**config.mk**
```make
export PLATFORM = sky130hd
export DESIGN_NAME = typewriter_carriage_control_core
export DESIGN_NICKNAME = d
export VERILOG_FILES = /design/src/rtl/tcc_pkg.sv /design/src/rtl/typewriter_carriage_control_core.sv
export SDC_FILE = /design/constraint.sdc
export NUM_CORES = 1
export LEC_CHECK = 0
export BUFFER_PORTS_ARGS = -buffer_cell sky130_fd_sc_hd__clkbuf_2
export CAP_MARGIN = 20
export CORE_UTILIZATION = 35
export CTS_CLUSTER_SIZE = 24
export DETAILED_ROUTE_END_ITERATION = 8
export GPL_ROUTABILITY_DRIVEN = 0
export SLEW_MARGIN = 25
export SYNTH_ARGS = -nofsm -noshare
export SYNTH_HDL_FRONTEND = slang
export SYNTH_SLANG_ARGS = --single-unit
```
**constraint.sdc**
```tcl
create_clock -name clock -period 4 [get_ports clock]
set_clock_uncertainty 0.15 [all_clocks]
set_input_delay 0.2 -clock clock [delete_from_list [all_inputs] [get_ports clock]]
set_output_delay 0.2 -clock clock [all_outputs]
set_load 0.05 [all_outputs]
```
**src/rtl/tcc_pkg.sv**
```systemverilog
// Package for the typewriter carriage control core: codes, line geometry and glyph table.
`timescale 1ns / 1ps

package tcc_pkg;

   // Line geometry
   localparam int unsigned LINE_COLUMNS = 80;
   localparam int unsigned TAB_WIDTH    = 8;
   localparam int unsigned COL_W        = 7;
   localparam logic [COL_W-1:0] COL_MAX = 7'd127;

   typedef logic [5:0]       code_type;
   typedef logic [7:0]       glyph_type;
   typedef logic [COL_W-1:0] column_type;

   // Control codes
   localparam code_type C_BLACK = 6'o34;
   localparam code_type C_RED   = 6'o35;
   localparam code_type C_TAB   = 6'o36;
   localparam code_type C_LOWER = 6'o72;
   localparam code_type C_UPPER = 6'o74;
   localparam code_type C_BACK  = 6'o75;
   localparam code_type C_CR    = 6'o77;
   // Non-spacing printable codes
   localparam code_type C_NS_A  = 6'o40;
   localparam code_type C_NS_B  = 6'o56;

   // Lower case glyphs, 80h..87h are the special glyphs
   localparam glyph_type ROM_LOWER [64] = '{
      8'h20, 8'h31, 8'h32, 8'h33, 8'h34, 8'h35, 8'h36, 8'h37,
      8'h38, 8'h39, 8'h2A, 8'h2A, 8'h2A, 8'h2A, 8'h2A, 8'h2A,
      8'h30, 8'h2F, 8'h73, 8'h74, 8'h75, 8'h76, 8'h77, 8'h78,
      8'h79, 8'h7A, 8'h2A, 8'h2C, 8'h2A, 8'h2A, 8'h2A, 8'h2A,
      8'h80, 8'h6A, 8'h6B, 8'h6C, 8'h6D, 8'h6E, 8'h6F, 8'h70,
      8'h71, 8'h72, 8'h2A, 8'h2A, 8'h2D, 8'h29, 8'h81, 8'h28,
      8'h2A, 8'h61, 8'h62, 8'h63, 8'h64, 8'h65, 8'h66, 8'h67,
      8'h68, 8'h69, 8'h2A, 8'h2E, 8'h2A, 8'h2A, 8'h2A, 8'h2A
   };

   // Upper case glyphs
   localparam glyph_type ROM_UPPER [64] = '{
      8'h20, 8'h22, 8'h27, 8'h7E, 8'h82, 8'h83, 8'h84, 8'h3C,
      8'h3E, 8'h85, 8'h2A, 8'h2A, 8'h2A, 8'h2A, 8'h2A, 8'h2A,
      8'h86, 8'h3F, 8'h53, 8'h54, 8'h55, 8'h56, 8'h57, 8'h58,
      8'h59, 8'h5A, 8'h2A, 8'h3D, 8'h2A, 8'h2A, 8'h2A, 8'h2A,
      8'h5F, 8'h4A, 8'h4B, 8'h4C, 8'h4D, 8'h4E, 8'h4F, 8'h50,
      8'h51, 8'h52, 8'h2A, 8'h2A, 8'h2B, 8'h5D, 8'h7C, 8'h5B,
      8'h2A, 8'h41, 8'h42, 8'h43, 8'h44, 8'h45, 8'h46, 8'h47,
      8'h48, 8'h49, 8'h2A, 8'h87, 8'h2A, 8'h2A, 8'h2A, 8'h2A
   };

   // Look up a glyph in the selected case
   function automatic glyph_type glyph_lookup(input logic upper, input code_type code);
      glyph_type g;
      g = upper ? ROM_UPPER[code] : ROM_LOWER[code];
      return g;
   endfunction

endpackage

```
**src/rtl/typewriter_carriage_control_core.sv**
```systemverilog
// Top level of the typewriter carriage control core.
`timescale 1ns / 1ps

// One typewriter code is taken per clock cycle and its result, if any, appears
// on the rsp_ channel in the next cycle: carriage state and the glyph table read
// sit in one short path from req_code to the result register. Colour, case, tab
// and backspace codes update state only and produce no transfer; carriage return
// gives a line feed result; every other code gives a glyph, preceded by a wrap
// line feed once the column reaches the line width. req_ready stays high while
// the result register is empty or being taken, so a stalled result holds every
// input code, including those that give no transfer, until it is taken.
module typewriter_carriage_control_core (
   input  logic                clock,
   input  logic                reset,
   input  logic                req_valid,
   output logic                req_ready,
   input  tcc_pkg::code_type   req_code,
   output logic                rsp_valid,
   input  logic                rsp_ready,
   output logic                rsp_line_feed,
   output logic                rsp_glyph_valid,
   output tcc_pkg::glyph_type  rsp_glyph,
   output tcc_pkg::column_type rsp_column,
   output logic                rsp_red_ink
);
   import tcc_pkg::*;

   column_type column_ff, column_in;
   logic       upper_ff, upper_in;
   logic       red_ff, red_in;

   logic       rsp_valid_ff, rsp_valid_in;
   logic       lf_ff, lf_in;
   logic       gv_ff, gv_in;
   glyph_type  glyph_ff, glyph_in;
   column_type rcol_ff, rcol_in;
   logic       rred_ff, rred_in;

   logic       accept;
   logic       has_result;
   logic       wrap;
   column_type print_col;
   logic [COL_W:0] tab_sum;

   // Accept while the result register is free or being drained
   assign req_ready = !rsp_valid_ff || rsp_ready;
   assign accept    = req_valid && req_ready;

   // Tab target and wrap test
   assign tab_sum   = {1'b0, column_ff} - (COL_W+1)'({1'b0, column_ff} % (COL_W+1)'(TAB_WIDTH))
                      + (COL_W+1)'(TAB_WIDTH);
   assign wrap      = column_ff >= COL_W'(LINE_COLUMNS);
   assign print_col = wrap ? '0 : column_ff;

   // Decode the code into next state and result
   always_comb begin
      column_in  = column_ff;
      upper_in   = upper_ff;
      red_in     = red_ff;
      has_result = 1'b0;
      lf_in      = 1'b0;
      gv_in      = 1'b0;
      glyph_in   = '0;
      rcol_in    = '0;
      rred_in    = red_ff;
      unique case (req_code)
         C_BLACK: red_in = 1'b0;
         C_RED:   red_in = 1'b1;
         C_TAB: begin
            column_in = (tab_sum > {1'b0, COL_MAX}) ? COL_MAX : tab_sum[COL_W-1:0];
         end
         C_LOWER: upper_in = 1'b0;
         C_UPPER: upper_in = 1'b1;
         C_BACK: begin
            if (column_ff != '0) begin
               column_in = column_ff - 1'b1;
            end
         end
         C_CR: begin
            column_in  = '0;
            has_result = 1'b1;
            lf_in      = 1'b1;
         end
         default: begin
            has_result = 1'b1;
            lf_in      = wrap;
            gv_in      = 1'b1;
            glyph_in   = glyph_lookup(upper_ff, req_code);
            rcol_in    = print_col;
            if (req_code == C_NS_A || req_code == C_NS_B) begin
               column_in = print_col;
            end else begin
               column_in = print_col + 1'b1;
            end
         end
      endcase
   end

   // Load or drop the result valid flag
   always_comb begin
      rsp_valid_in = rsp_valid_ff;
      if (accept) begin
         rsp_valid_in = has_result;
      end else if (rsp_ready) begin
         rsp_valid_in = 1'b0;
      end
   end

   // Control state
   always_ff @(posedge clock) begin
      if (reset) begin
         column_ff    <= '0;
         upper_ff     <= 1'b0;
         red_ff       <= 1'b0;
         rsp_valid_ff <= 1'b0;
      end else begin
         if (accept) begin
            column_ff <= column_in;
            upper_ff  <= upper_in;
            red_ff    <= red_in;
         end
         rsp_valid_ff <= rsp_valid_in;
      end
   end

   // Result payload, loaded on every accepted code that gives a transfer
   always_ff @(posedge clock) begin
      if (accept && has_result) begin
         lf_ff    <= lf_in;
         gv_ff    <= gv_in;
         glyph_ff <= glyph_in;
         rcol_ff  <= rcol_in;
         rred_ff  <= rred_in;
      end
   end

   assign rsp_valid       = rsp_valid_ff;
   assign rsp_line_feed   = lf_ff;
   assign rsp_glyph_valid = gv_ff;
   assign rsp_glyph       = glyph_ff;
   assign rsp_column      = rcol_ff;
   assign rsp_red_ink     = rred_ff;

endmodule

```
==> tab_implementation.tex, run 1 <==
\begin{tabular}{lr}
\hline
Metric & Value \\
\hline
\multicolumn{2}{l}{\textbf{Outcome}} \\
Result of the run & finished, final reports clean \\
\multicolumn{2}{l}{\textbf{Floorplanning}} \\
Die height & 94.1 µm \\
\# IOs & 30 \\
Die span in x & 94.1 µm \\
Die area & 0.00886 mm² \\
Initial core utilization & 36.2\% \\
Area of the core region & 0.00822 mm² \\
Number of core rows & 33 \\
\multicolumn{2}{l}{\textbf{Hold path}} \\
Hold Crit Class & in -> reg \\
Destination of the worst hold path & column\_ff[4] \\
Startpoint of the worst hold path & reset \\
Number of cells on the worst hold path & 2 \\
\multicolumn{2}{l}{\textbf{Critical path}} \\
Category of the most critical setup path & reg -> reg \\
End of the worst register-to-register path & column\_ff[6] \\
Most used cell along the critical path & ha\_1 \\
CP Cell Sequence & inv\_1 > ha\_1 > a21o\_1 > a31oi\_1 > buf\_4 > and2\_1 > ha\_1 > nand4\_1 > or3\_1 > a21boi\_0 > o31a\_1 \\
Worst-path cell with the longest stage delay & dfxtp\_1 \\
CP Data Required Time & 4.08 ns \\
Cell family with the largest share of critical-path delay & compound AO/OA/AOI/OAI gates \\
Critical path buffer and inverter count & 2 \\
Start of the worst register-to-register path & column\_ff[5] \\
Nature of the critical path endpoint & flop \\
Count of cells along the worst register-to-register path & 11 \\
Maximum single-stage delay on the critical path & 0.53 ns \\
Startpoint type of the worst setup path & flop \\
Worst setup slack for register-to-register paths & 1.09 ns \\
Highest net fanout along the worst path & 13 \\
Signal arrival time at the worst endpoint & 2.99 ns \\
\multicolumn{2}{l}{\textbf{CTS}} \\
Post-CTS setup buffers & 0 \\
Gates resized, CTS repair & 0 \\
Worst skew pair latency & 0.28 ns \\
CTS tree & built \\
Hold bufs inserted after CTS & 0 \\
TritonCTS buffer count & 3 \\
H-tree level count & 1 \\
Root Buffer Master & clkbuf\_8 \\
Number of buffers between clock root and the deepest sink & 2 \\
Clock-pin slew reported for the worst setup and hold paths after clock tree synthesis & 0.11 ns \\
Clock Sink Count & 28 \\
\multicolumn{2}{l}{\textbf{Yosys}} \\
Mux contribution to synthesized area & 5.56\% \\
Most numerous cell types in the synthesized netlist & nor2\_1, ha\_1, o21ai\_0 \\
Synthesized-area fraction occupied by xor and xnor cells & 1.77\% \\
Top FF cell, synth & edfxtp\_1 \\
Largest family of logic cells by synthesized area & compound AO/OA/AOI/OAI gates \\
Mapped Nets & 398 \\
Post-synthesis cell count & 364 \\
Portion of the post-synthesis area used by sequential elements & 24.9\% \\
Adder-Cell Fraction of Synth Area & 10.1\% \\
Number of enable-type register cells in the synthesized netlist & 18 \\
Cell with the most instances after synthesis & nor2\_1 \\
Most area-consuming cells after synthesis & edfxtp\_1, ha\_1, dfxtp\_1 \\
Register bit count reported by yosys & 28 \\
Yosys cell types & 68 \\
Area share of the largest cell type after synthesis & 18.2\% \\
Simple-gate portion of the synthesized area & 24.0\% \\
Total standard cell area after synthesis & 0.00297 mm² \\
Post-synthesis compound-gate area fraction & 26.5\% \\
Cell type with the highest aggregate area in the netlist & edfxtp\_1 \\
Share of flip-flops with an asynchronous set or reset & 0\% \\
Post-synthesis area per instance & 8.16 µm² \\
Yosys warns & 0 \\
\multicolumn{2}{l}{\textbf{Timing}} \\
Final Hold Violating Endpoints & 0 \\
Sum of negative setup slack & 0 ns \\
Tightest Pin Transition & 0.682 ns \\
Total count of max-transition violations in the final report & 0 \\
Unrepaired setup endpoints after global routing & false \\
Achievable Freq & 344 MHz \\
Final worst-path cycle share & 72.7\% \\
Finish-stage setup viols & 0 \\
Fin crit period & 2.91 ns \\
Final hold slack & 0.118 ns \\
Slew HR & 54.5\% \\
\multicolumn{2}{l}{\textbf{Finish}} \\
Area occupied by multi-input gates & 0.00202 mm² \\
Summed area of non-filler cells in the final layout & 0.00321 mm² \\
Total number of nets in the final design & 406 \\
Register area & 741 µm² \\
Post-Layout Cell Count & 476 \\
Fraction of final layout cells with drive strength greater than 1 & 13.5\% \\
Number of fill cells & 834 \\
Flip-flop count of the largest register, all copies and words added & 8 \\
Area growth from synthesis to layout & 7.96\% \\
Number of inserted diodes & 0 \\
\multicolumn{2}{l}{\textbf{Place}} \\
Detailed placer's ending HPWL & 5630 µm \\
PortBufs & 29 \\
Dpl cells & 472 \\
Placement-stage cell area & 0.00314 mm² \\
\multicolumn{2}{l}{\textbf{Power and ir drop}} \\
VDD IR-drop max & 111 µV \\
Leakage & 0.00127 µW \\
Sum of internal, switching and leakage power & 826 µW \\
Power density over cell area & 258 mW/mm² \\
\multicolumn{2}{l}{\textbf{Drt}} \\
Router iterations before antenna repair & 5 \\
DRC & 0 \\
Vias after detailed routing & 2818 \\
Average detailed-routed wire length per instance & 16.4 µm \\
Routed vias/inst & 5.92 \\
Detailed router's first-iteration violation count & 294 \\
Wirelength, routed & 7800 µm \\
Remaining antenna violation count & 0 \\
\multicolumn{2}{l}{\textbf{Global routing}} \\
Global-route total usage across every layer & 17.9\% \\
First-pass GRT wire length & 12800 µm \\
Total grt overflow & 0 \\
Number of antenna violations at the first check in global routing & 0 \\
Largest net degree at the start of global routing & 39 \\
Vias in the first global route & 2473 \\
\multicolumn{2}{l}{\textbf{Flow run}} \\
Number of violations of the max-capacitance limit & 0 \\
\hline
\end{tabular}
==> report_power, final <==
part / switching (µW) / internal [µW]
registers: 12.7 / 331
logic: 195 / 91.3
clock network: 87.4 / 109
total: 295 / 531
==> stage by stage <==
stage	util [%]	setup WS, ns
after floorplan	-	1.30
after global placement	38.2	1.20
after detailed placement	38.2	1.13
after CTS	39.0	1.11
after global routing	39.0	0.787
final	39.0	1.09
==> routing by layer <==
layer	track usage [%]	vias up	part of all wire, %
li1	-	1377	-
met1	27.1	1330	49
met2	27.2	101	44
met3	1.13	10	5.5
met4	4.74	0	1.3
met5	0	-	0
==> how the worst max path moves through the flow <==
stage,from,endpoint,slack (ns),cells after the start
detailed placement,req_code[1],column_ff[1],1.13,8
global placement,req_code[1],column_ff[1],1.20,8
CTS,column_ff[5],column_ff[6],1.11,11
global route,column_ff[5],column_ff[6],0.79,11
finish,column_ff[5],column_ff[6],1.09,11
floorplan,column_ff[5],column_ff[6],1.30,11
==> final cells by class <==
type | instances | area share (%)
timing repair buffer | 32 | 5.23
tap | 105 | 4.10
inverter | 22 | 2.58
clock buffer | 4 | 2.07
multi-input combinational | 285 | 62.9
sequential | 28 | 23.1
==> cell families (layout without fill, tap and decap cells) <==
kind of cell | after synthesis | in the layout
AO/OA/AOI/OAI | 107 | 107
XOR/XNOR | 6 | 6
adder cells (fa/ha/maj) | 24 | 24
buffers and inverters | 51 | 58
flip-flops | 28 | 28
multiplexers | 14 | 14
AND/OR/NAND/NOR | 134 | 134
==> layout by cell type (no fill, tap or decap), types with 3 or more instances in the layout <==
cell type   n
nor2_1     30
clkbuf_2   29
ha_1       24
o21ai_0    22
nand2_1    21
inv_1      20
edfxtp_1   18
a21oi_1    15
nand2b_1   14
nand3_1    13
mux2i_1    12
dfxtp_1    10
and2_1      9
and3_1      9
nor3_1      8
o211ai_1    7
nor2b_1     6
a221oi_1    6
a31oi_1     5
a211oi_1    5
o32ai_1     4
xnor2_1     4
nand3b_1    4
or2_2       3
a21o_1      3
a2111oi_0   3
a311o_1     3
nand4_1     3
or3_1       3
clkbuf_8    3
buf_4       3
No activity file was read; power rests on OpenSTA's default activity.
==> run 2, diff against run 1 <==
==> constraint.sdc (replaced) <==
create_clock -name clock -period 2.64 [get_ports clock]
set_clock_uncertainty 0.15 [all_clocks]
set_input_delay 0.132 -clock clock [delete_from_list [all_inputs] [get_ports clock]]
set_output_delay 0.132 -clock clock [all_outputs]
set_load 0.05 [all_outputs]
==> tab_implementation.tex, run 2 (synthesis results as in run 1) <==
\begin{tabular}{lr}
\hline
Metric & Value \\
\hline
\multicolumn{2}{l}{\textbf{CTS}} \\
TritonCTS buffer count & 3 (unchanged) \\
Post-CTS setup buffers & 0 (unchanged) \\
Root Buffer Master & clkbuf\_8 (unchanged) \\
Worst skew pair latency & 0.28 ns (about the same) \\
Clock-pin slew reported for the worst setup and hold paths after clock tree synthesis & 0.11 ns (about the same) \\
Clock Sink Count & 28 (unchanged) \\
Number of buffers between clock root and the deepest sink & 2 (unchanged) \\
Hold bufs inserted after CTS & 0 (unchanged) \\
H-tree level count & 1 (unchanged) \\
CTS tree & built (unchanged) \\
Gates resized, CTS repair & 0 (unchanged) \\
\multicolumn{2}{l}{\textbf{Place}} \\
PortBufs & 29 (unchanged) \\
Detailed placer's ending HPWL & 6090 µm (was 5630 µm) \\
Placement-stage cell area & 0.00332 mm² (was 0.00314 mm²) \\
\multicolumn{2}{l}{\textbf{Timing}} \\
Tightest Pin Transition & 0.691 ns (was 0.682 ns) \\
Achievable Freq & 408 MHz (was 344 MHz) \\
Slew HR & 53.9\% (was 54.5\%) \\
Final Hold Violating Endpoints & 0 (unchanged) \\
Unrepaired setup endpoints after global routing & false (unchanged) \\
Finish-stage setup viols & 0 (unchanged) \\
Sum of negative setup slack & 0 ns (unchanged) \\
Total count of max-transition violations in the final report & 0 (unchanged) \\
Final worst-path cycle share & 92.8\% (was 72.7\%) \\
Fin crit period & 2.45 ns (was 2.91 ns) \\
\multicolumn{2}{l}{\textbf{Drt}} \\
Routed vias/inst & 5.74 (was 5.92) \\
Detailed router's first-iteration violation count & 251 (was 294) \\
Router iterations before antenna repair & 5 (unchanged) \\
Average detailed-routed wire length per instance & 16.4 µm (about the same) \\
Vias after detailed routing & 2868 (was 2818) \\
Remaining antenna violation count & 0 (unchanged) \\
Wirelength, routed & 8220 µm (was 7800 µm) \\
DRC & 0 (unchanged) \\
\multicolumn{2}{l}{\textbf{Finish}} \\
Fraction of the core area covered by cells at the end of the flow & 41.3\% (was 39.0\%) \\
Flip-flop count of the largest register, all copies and words added & 8 (unchanged) \\
Number of inserted diodes & 0 (unchanged) \\
Commonest non-fill, non-tap cell in the layout & nor2\_1 (unchanged) \\
Fraction of final layout cells with drive strength greater than 1 & 19.2\% (was 13.5\%) \\
Total number of nets in the final design & 430 (was 406) \\
Summed area of non-filler cells in the final layout & 0.00339 mm² (was 0.00321 mm²) \\
Commonest cells after routing, fill and taps aside & nor2\_1, clkbuf\_2, buf\_4 (was nor2\_1, clkbuf\_2, ha\_1) \\
Area growth from synthesis to layout & 14.2\% (was 7.96\%) \\
\multicolumn{2}{l}{\textbf{Global routing}} \\
Total grt overflow & 0 (unchanged) \\
First-pass GRT wire length & 13600 µm (was 12800 µm) \\
Largest net degree at the start of global routing & 23 (was 39) \\
Global-route total usage across every layer & 19.0\% (was 17.9\%) \\
Vias in the first global route & 2605 (was 2473) \\
Number of antenna violations at the first check in global routing & 0 (unchanged) \\
\multicolumn{2}{l}{\textbf{Critical path}} \\
Signal arrival time at the worst endpoint & 2.49 ns (was 2.99 ns) \\
Startpoint type of the worst setup path & flop (unchanged) \\
Category of the most critical setup path & reg -> reg (unchanged) \\
Nature of the critical path endpoint & flop (unchanged) \\
CP Data Required Time & 2.68 ns (was 4.08 ns) \\
Highest net fanout along the worst path & 5 (was 13) \\
\multicolumn{2}{l}{\textbf{Power and ir drop}} \\
VDD IR-drop max & 276 µV (was 111 µV) \\
Power density over cell area & 370 mW/mm² (was 258 mW/mm²) \\
Leakage & 0.00138 µW (was 0.00127 µW) \\
\multicolumn{2}{l}{\textbf{Outcome}} \\
Result of the run & finished, final reports clean (unchanged) \\
\multicolumn{2}{l}{\textbf{Floorplanning}} \\
Die area & 0.00886 mm² (unchanged) \\
Die span in x & 94.1 µm (unchanged) \\
Die height & 94.1 µm (unchanged) \\
Number of core rows & 33 (unchanged) \\
Area of the core region & 0.00822 mm² (unchanged) \\
Initial core utilization & 36.2\% (unchanged) \\
\# IOs & 30 (unchanged) \\
\multicolumn{2}{l}{\textbf{Flow run}} \\
Number of violations of the max-capacitance limit & 0 (unchanged) \\
\multicolumn{2}{l}{\textbf{Hold path}} \\
Hold Crit Class & in -> reg (unchanged) \\
\hline
\end{tabular}
## run 2: power breakdown
group / total, µW / switching, µW / internal, µW
Combinational: 474 / 311 / 163
Sequential: 515 / 13.1 / 501
Clock: 267 / 134 / 133
## run 2: critical path, stage by stage, from the launching register on
cell and delay, ns:
dfxtp_2 0.38, inv_1 0.11, ha_1 0.36, a21o_1 0.20
a21oi_1 0.26, mux2i_1 0.53, a211oi_1 0.10, a221oi_1 0.27
## run 2: area by class of cell
type	instances	area [µm²]
Timing Repair Buffer	56	348
Clock buffer	4	55.1
Multi-Input combinational cell	285	2030
Fill cell	821	4820
Tap cell	105	131
Inverter	22	82.6
Sequential cell	28	742
## run 2: final timing paths
check	start	endpoint	slack (ns)	cells after the start
worst max-delay path	column_ff[5]	column_ff[0]	0.19	7
worst min-delay path	reset	column_ff[4]	0.04	2
worst max register to register	column_ff[5]	column_ff[0]	0.19	7
worst min register to register	red_ff	rsp_red_ink	0.33	0
## run 2: per-layer routing
metal / wire, µm / up-vias / track usage, %
met4: 107 / 0 / 3.85
met2: 3470 / 115 / 28.7
met5: 0 / - / 0
met1: 4220 / 1326 / 29.1
li1: - / 1419 / -
met3: 425 / 8 / 1.54
## run 2: per-stage QoR
| stage | power [µW] | std cells | setup WS [ns] | hold WS (ns) |
|---|---|---|---|---|
| after detailed placement | 990 | 496 | 0.0470 | 0.279 |
| after CTS | 1250 | 500 | 0.0116 | 0.0314 |
| after floorplan | 865 | 364 | 0.00306 | 0.212 |
| after global routing | 1320 | 500 | 0.0312 | 0.0524 |
| final | 1260 | 500 | 0.190 | 0.0438 |
| after global placement | 988 | 496 | 0.188 | 0.287 |
